**config.mk**
```make
export PLATFORM = sky130hd
export DESIGN_NAME = bcpt_prep
export DESIGN_NICKNAME = d
export VERILOG_FILES = /design/src/rtl/bcpt_pkg.sv /design/src/rtl/bcpt_prep.sv
export SDC_FILE = /design/constraint.sdc
export NUM_CORES = 1
export LEC_CHECK = 0
export BUFFER_PORTS_ARGS = -buffer_cell sky130_fd_sc_hd__buf_2
export CAP_MARGIN = 10
export CORE_AREA = 2 2 286 288
export DETAILED_ROUTE_END_ITERATION = 7
export DIE_AREA = 0 0 288 290
export PLACE_DENSITY = 0.62
export SYNTH_ARGS = -nofsm -noshare
export SYNTH_HDL_FRONTEND = slang
export SYNTH_SLANG_ARGS = --single-unit
```
**constraint.sdc**
```tcl
create_clock -name vclk -period 6.05
set_input_delay 0.3025 -clock vclk [all_inputs]
set_output_delay 0.3025 -clock vclk [all_outputs]
set_load 0.01 [all_outputs]
```
**src/rtl/bcpt_pkg.sv**
```systemverilog
// Shared types, register indexes and helper functions of the boundary cell portal test.
// No dependencies; every other file of the block imports this package.
package bcpt_pkg;

  // Field widths
  localparam int CW = 32;  // centre, plane and point, Q23.8 signed
  localparam int EW = 31;  // half extent and gap, Q23.8 unsigned
  localparam int MW = 6;   // face mask
  localparam int FW = 3;   // face index
  localparam int XW = 33;  // cell edge, centre sum
  localparam int DW = 34;  // edge minus plane
  localparam int IW = 2;   // configuration register index

  // Configuration register indexes
  localparam logic [IW-1:0] REG_FACE  = 2'd0;
  localparam logic [IW-1:0] REG_PLANE = 2'd1;
  localparam logic [IW-1:0] REG_GAP   = 2'd2;

  // Axis codes
  localparam logic [1:0] AXIS_X = 2'd0;
  localparam logic [1:0] AXIS_Y = 2'd1;
  localparam logic [1:0] AXIS_Z = 2'd2;

  // Largest valid face index
  localparam logic [FW-1:0] FACE_LAST = 3'd5;

  // Edges of both cells and the centre sum on one in-plane axis
  typedef struct packed {
    logic signed [XW-1:0] a_lo;
    logic signed [XW-1:0] a_hi;
    logic signed [XW-1:0] b_lo;
    logic signed [XW-1:0] b_hi;
    logic signed [XW-1:0] sum;
  } span_t;

  // Both cells' faces on the plane axis
  typedef struct packed {
    logic signed [XW-1:0] a_lo;
    logic signed [XW-1:0] a_hi;
    logic signed [XW-1:0] b_lo;
    logic signed [XW-1:0] b_hi;
  } face_t;

  // Overlap result, shared span and midpoint on one in-plane axis
  typedef struct packed {
    logic                 hit;
    logic signed [XW-1:0] lo;
    logic signed [XW-1:0] hi;
    logic signed [XW-1:0] mid;
  } span_res_t;

  typedef struct packed {
    logic        mask_ok;
    logic [1:0]  axis;
    span_t       sp1;
    span_t       sp2;
    face_t       fc;
  } s1_t;

  typedef struct packed {
    logic                 mask_ok;
    logic [1:0]           axis;
    span_res_t            r1;
    span_res_t            r2;
    logic signed [DW-1:0] d_alo;
    logic signed [DW-1:0] d_ahi;
    logic signed [DW-1:0] d_blo;
    logic signed [DW-1:0] d_bhi;
  } s2_t;

  typedef struct packed {
    logic                 ok_pre;
    logic [1:0]           axis;
    logic signed [CW-1:0] pt1;
    logic signed [CW-1:0] pt2;
    logic [DW-1:0]        near_a;
    logic [DW-1:0]        near_b;
  } s3_t;

  // Next axis in the cycle x, y, z
  function automatic logic [1:0] next_axis(input logic [1:0] a);
    logic [1:0] r;
    case (a)
      AXIS_X:  r = AXIS_Y;
      AXIS_Y:  r = AXIS_Z;
      AXIS_Z:  r = AXIS_X;
      default: r = AXIS_X;
    endcase
    return r;
  endfunction

  // Pick one coordinate of a point by axis
  function automatic logic signed [CW-1:0] pick(input logic [1:0] a,
                                                 input logic signed [CW-1:0] x,
                                                 input logic signed [CW-1:0] y,
                                                 input logic signed [CW-1:0] z);
    logic signed [CW-1:0] r;
    case (a)
      AXIS_X:  r = x;
      AXIS_Y:  r = y;
      AXIS_Z:  r = z;
      default: r = x;
    endcase
    return r;
  endfunction

  // Magnitude of a signed distance
  function automatic logic [DW-1:0] mag(input logic signed [DW-1:0] d);
    return d[DW-1] ? DW'(-d) : DW'(d);
  endfunction

  // Clamp a midpoint into the shared span; the result fits the point width
  function automatic logic signed [CW-1:0] clamp(input logic signed [XW-1:0] m,
                                                  input logic signed [XW-1:0] lo,
                                                  input logic signed [XW-1:0] hi);
    logic signed [XW-1:0] r;
    if (m < lo) begin
      r = lo;
    end else if (m > hi) begin
      r = hi;
    end else begin
      r = m;
    end
    return r[CW-1:0];
  endfunction

endpackage

```
**src/rtl/bcpt_prep.sv**
```systemverilog
// Front stage logic: picks the plane axis and the two in-plane axes, forms cell edges.
// Depends on bcpt_pkg.
module bcpt_prep
  import bcpt_pkg::*;
(
  input  logic [FW-1:0]        face_index,
  input  logic signed [CW-1:0] a_center_x,
  input  logic signed [CW-1:0] a_center_y,
  input  logic signed [CW-1:0] a_center_z,
  input  logic [EW-1:0]        a_extent,
  input  logic [MW-1:0]        a_face_mask,
  input  logic signed [CW-1:0] b_center_x,
  input  logic signed [CW-1:0] b_center_y,
  input  logic signed [CW-1:0] b_center_z,
  input  logic [EW-1:0]        b_extent,
  input  logic [MW-1:0]        b_face_mask,
  output s1_t                  s1
);

  logic [1:0]           axis;
  logic [1:0]           f1;
  logic [1:0]           f2;
  logic [FW-1:0]        opp;
  logic [7:0]           ma8;
  logic [7:0]           mb8;
  logic signed [XW-1:0] ea;
  logic signed [XW-1:0] eb;
  logic signed [XW-1:0] a_pl, a_i1, a_i2, b_pl, b_i1, b_i2;

  // Route coordinates by axis
  always_comb begin
    axis = face_index[2:1];
    f1   = next_axis(axis);
    f2   = next_axis(f1);
    opp  = face_index ^ FW'(1);
    ma8  = {2'b00, a_face_mask};
    mb8  = {2'b00, b_face_mask};
    ea   = $signed({2'b00, a_extent});
    eb   = $signed({2'b00, b_extent});
    a_pl = XW'(pick(axis, a_center_x, a_center_y, a_center_z));
    a_i1 = XW'(pick(f1, a_center_x, a_center_y, a_center_z));
    a_i2 = XW'(pick(f2, a_center_x, a_center_y, a_center_z));
    b_pl = XW'(pick(axis, b_center_x, b_center_y, b_center_z));
    b_i1 = XW'(pick(f1, b_center_x, b_center_y, b_center_z));
    b_i2 = XW'(pick(f2, b_center_x, b_center_y, b_center_z));
  end

  // Form edges, sums and the face mask check; a face index past five never connects
  always_comb begin
    s1.mask_ok  = (face_index <= FACE_LAST) && ma8[face_index] && mb8[opp];
    s1.axis     = axis;
    s1.sp1.a_lo = a_i1 - ea;
    s1.sp1.a_hi = a_i1 + ea;
    s1.sp1.b_lo = b_i1 - eb;
    s1.sp1.b_hi = b_i1 + eb;
    s1.sp1.sum  = a_i1 + b_i1;
    s1.sp2.a_lo = a_i2 - ea;
    s1.sp2.a_hi = a_i2 + ea;
    s1.sp2.b_lo = b_i2 - eb;
    s1.sp2.b_hi = b_i2 + eb;
    s1.sp2.sum  = a_i2 + b_i2;
    s1.fc.a_lo  = a_pl - ea;
    s1.fc.a_hi  = a_pl + ea;
    s1.fc.b_lo  = b_pl - eb;
    s1.fc.b_hi  = b_pl + eb;
  end

endmodule

```
# Yosys cells after proc, flatten, opt, wreduce, memory -nomap -nowiden
# Index checks and enable logic that the tools add are counted.
# op_classes
eq_ne	6
bitwise_logic	1
mul	0
shifts	0
div_mod_pow	0
n_reduce_logical	4
n_lt_le_gt_ge	3
mux	12
addsub	14
# op_table
op	n
32-bit case mux with 2 select lines	6
32-bit by 32-bit adder with 33-bit output	8
32-bit by 32-bit subtractor with 33-bit output	6
3-bit by 4-bit less-than comparator with 1-bit output, second input constant	2
2-bit case mux with 2 select lines	2
1-bit binary-select mux with 3-bit select	2
2-bit by 1-bit equality test with 1-bit output, second input constant	3
2-bit equality test, second input constant	3
2-bit zero test	2
3-bit <= comparator, second input constant	1
1-bit logical AND	2
1-bit 2-to-1 mux	2
1-bit NOT	1
# word_totals
memories	0
ramBits	0
out_inout_bits	465
register_bits	0
mem_bits_ro	0
latch_bits	0
in_bits	269
wordCells	40

# Longest topological paths before layout
# logic_depth
depth_word	7
ltp_mapped	20
ltp_nobuf	18

# Least setup slack after synthesis
# OpenSTA, ideal clock, no wires.
# synth_timing
path_kind	input port to output port
from	input port face_index[2]
to	output port s1[263] (netlist bit)
slack_ns	1.523
path_stages	17
t_arrival_ns	4.224
path_cell_list	inv_1 -> ha_1 -> clkbuf_1 -> clkbuf_1 -> clkbuf_1 -> a21oi_1 -> o21ai_0 -> ha_1 -> a211oi_2 -> a2111oi_2 -> o31ai_1 -> a21oi_2 -> nor4b_4 -> nor4_4 -> o31ai_2 -> a31oi_2 -> a211oi_1
# synth_lines
item	line	rtl
start, declared	bcpt_prep.sv:6	input logic [FW-1:0] face_index,
end, declared	bcpt_prep.sv:17	output s1_t s1

==> impl_results.md <==
- Drt first pass iters: 6
- Status: complete, no violations
- Leak: 14.9 nW
- Routed vias: 33,800
- Yosys top cell area share: 21.0%
- Min Clock Period, post-route: 5.93 ns
- Die Footprint: 0.0835 mm2
- Ranking of synthesized cells by area: ha_1 (21%), a21oi_1 (10%), xnor2_1 (10%)
- Post-DR vias/cell: 5.94
- Fin nets: 5,343
- Initial antenna violation count: 40
- Final Hold Violating Endpoints: 0
- Slew Viols, Final: 0
- RSZ-0062 raised after global routing: no
- PD cells: 229 mW/mm2
- First-pass GRT wire length: 210,000 um
- Setup Viol. Count Final: 0
- Clock buf count: 0
- WS Path Type: in -> out
- Total Neg Setup Slack: 0 ns
- Critical path peak fanout: 36
- Hold Buf Count CTS: 0
- Cell variety after synth: 103
- CP endpoint kind: output pin
- Final Util: 39.0%
- Psw: 4.61 mW
- Fillers: 8,869
- Syn_nets: 4,762
- Hold Path Origin: face_index[2]
- Largest net degree at the start of global routing: 67
- Die Y: 290 um
- VDD IR max: 0.000125 V
- Slew of the pin with the lowest slew margin: 1.13 ns
- Max-cap violations: 0
- Sequential Area: 0 um2
- Share of layout cells above drive strength 1: 19.3%
- WP data arrival: 5.63 ns
- Gpl congestion: 1.03
- Row cnt: 104
- Number of routed nets with antenna violations: 0
- Total grt overflow: 0
- Drt initial violations: 3,386
- FMAX: 0.169 GHz
- Initial Util: 33.0%
- Hold Path Depth: 2
- Type of the worst min-delay path: in -> out
- Sw frac: 64.4%
- Seq cells: 0
- Reg power frac: 0%
- Clock power share: 0%
- DPL Wire Length: 129,000 um
- Remaining DRCs: 0
- Core area: 0.0802 mm2
- Startpoint types: input pin
- Post_cts resized: 0
- IO Pins: 734
- Synth warn: 0
- Total Routing Usage GR: 33.0%
- Period utilization: 98.0%
- Die span in x: 288 um
- Port bufs: 734
- Combinational share of power: 100.0%
- Avg Cell Area, Syn: 6.56 um2
- Worst Path Required: 5.75 ns
- Pint: 2.54 mW
- Syn-to-layout area delta: 18.0%
- Synth Instances: 4,035
- WHS Endpoint: s1[463]
- Post-Syn Area: 0.0265 mm2
- Register area share after synthesis: 0%
- Max transition margin: 23.6%
- Vias in the first global route: 31,500
- Post-synth top area cell: ha_1
- Per-cell routed wire length: 25.9 um
- Drt total wl: 147,000 um
- Setup repair bufs after CTS: 0
[critical path, cell delays in order]
cell,delay [ns]
buf_2,0.14
inv_1,0.22
ha_4,0.42
buf_4,0.42
a21oi_1,0.11
o21ai_0,0.73
ha_1,0.50
nor3_1,0.40
nor4bb_1,0.44
o41ai_1,0.27
a211oi_1,0.38
buf_4,0.20
o21ai_0,0.13
o311a_1,0.33
xor2_1,0.37
buf_2,0.22
[worst max-delay path by stage]
stage | from | to | slack, ns | cells after the start
2_1_floorplan | face_index[2] | s1[263] | 1.52 | 17
3_3_place_gp | face_index[2] | s1[190] | 0.11 | 16
3_5_place_dp | face_index[2] | s1[190] | 0.12 | 16
4_1_cts | face_index[2] | s1[190] | 0.08 | 16
5_1_grt | face_index[2] | s1[190] | 0.02 | 16
6_report | face_index[2] | s1[190] | 0.12 | 16
[cell usage in the layout (no fill, tap or decap), drive strengths merged, types with 56 or more instances in the layout]
cell type / instances
buf: 814
a21oi: 542
ha: 444
nor2: 405
nand2: 332
xnor2: 301
inv: 288
o21ai: 229
a22oi: 123
a21o: 107
o21bai: 89
nor3: 82
xor2: 76
nor3b: 65
nand3: 56
[power groups by stage]
stage / clock network [mW] / registers (mW) / logic [mW]
detailed placement: 0 / 0 / 6.99
global route: 0.000000177 / 0 / 7.58
finish: 0.000000290 / 0 / 7.15
global placement: 0 / 0 / 7.02
CTS: 0 / 0 / 7.03
floorplan: 0 / 0 / 4.13
[cell families after synthesis]
| group | synth area share, % |
|---|---|
| fa+ha+maj | 22.0 |
| compound gates | 35.9 |
| xor+xnor | 12.5 |
| simple gates | 21.6 |
| buf+inv | 7.83 |
| mux | 0.151 |
[routing by layer]
| layer | global-route usage (%) | share of wire [%] | vias to the layer above |
|---|---|---|---|
| met1 | 43.6 | 42 | 16100 |
| met3 | 5.08 | 9.0 | 258 |
| met2 | 54.8 | 45 | 1779 |
| met5 | 0 | 0.16 | - |
| met4 | 10.4 | 3.9 | 34 |
| li1 | - | - | 15600 |
[synth_stat cells, types with 10 or more instances]
library cell and instances:
a22oi_1 123, a21o_1 107, buf_1 22, o21ai_0 220, nor2_1 405, a211oi_1 44
or3_1 21, nand2_1 331, a21oi_1 539, o31a_1 13, nand4_1 30, and3_1 26
o21bai_1 89, o41ai_1 12, nand3_1 56, xor2_1 76, nand2b_1 49, o211ai_1 33
and2_1 10, clkbuf_1 168, ha_1 444, or2_2 16, o21a_1 36, a31oi_1 45
fa_1 14, nor3_1 80, buf_2 33, o31ai_1 30, xnor2_1 301, nor2b_1 43
inv_1 287, nor3b_1 65, a211o_1 13, nor4_1 30
[layout make-up]
class	instances	area, um2	share of cell area (%)
inverters	292	1100	3.51
diodes	13	32.5	0.104
multi-input cells	3508	24400	78.3
repair buffers	814	4340	13.9
well taps	1060	1330	4.25
[metrics by stage]
| stage | hold slack (ns) | setup slack (ns) | area (um2) | power [mW] | std cells |
|---|---|---|---|---|---|
| detailed placement | 0.890 | 0.120 | 31200 | 6.99 | 5674 |
| global placement | 0.889 | 0.107 | 31200 | 7.02 | 5674 |
| finish | 0.890 | 0.122 | 31200 | 7.15 | 5687 |
| CTS | 0.890 | 0.0834 | 31200 | 7.03 | 5674 |
| global route | 0.903 | 0.0156 | 31200 | 7.58 | 5682 |
| floorplan | 0.697 | 1.52 | 26500 | 4.13 | 4035 |
No activity file was read; power rests on OpenSTA's default activity.
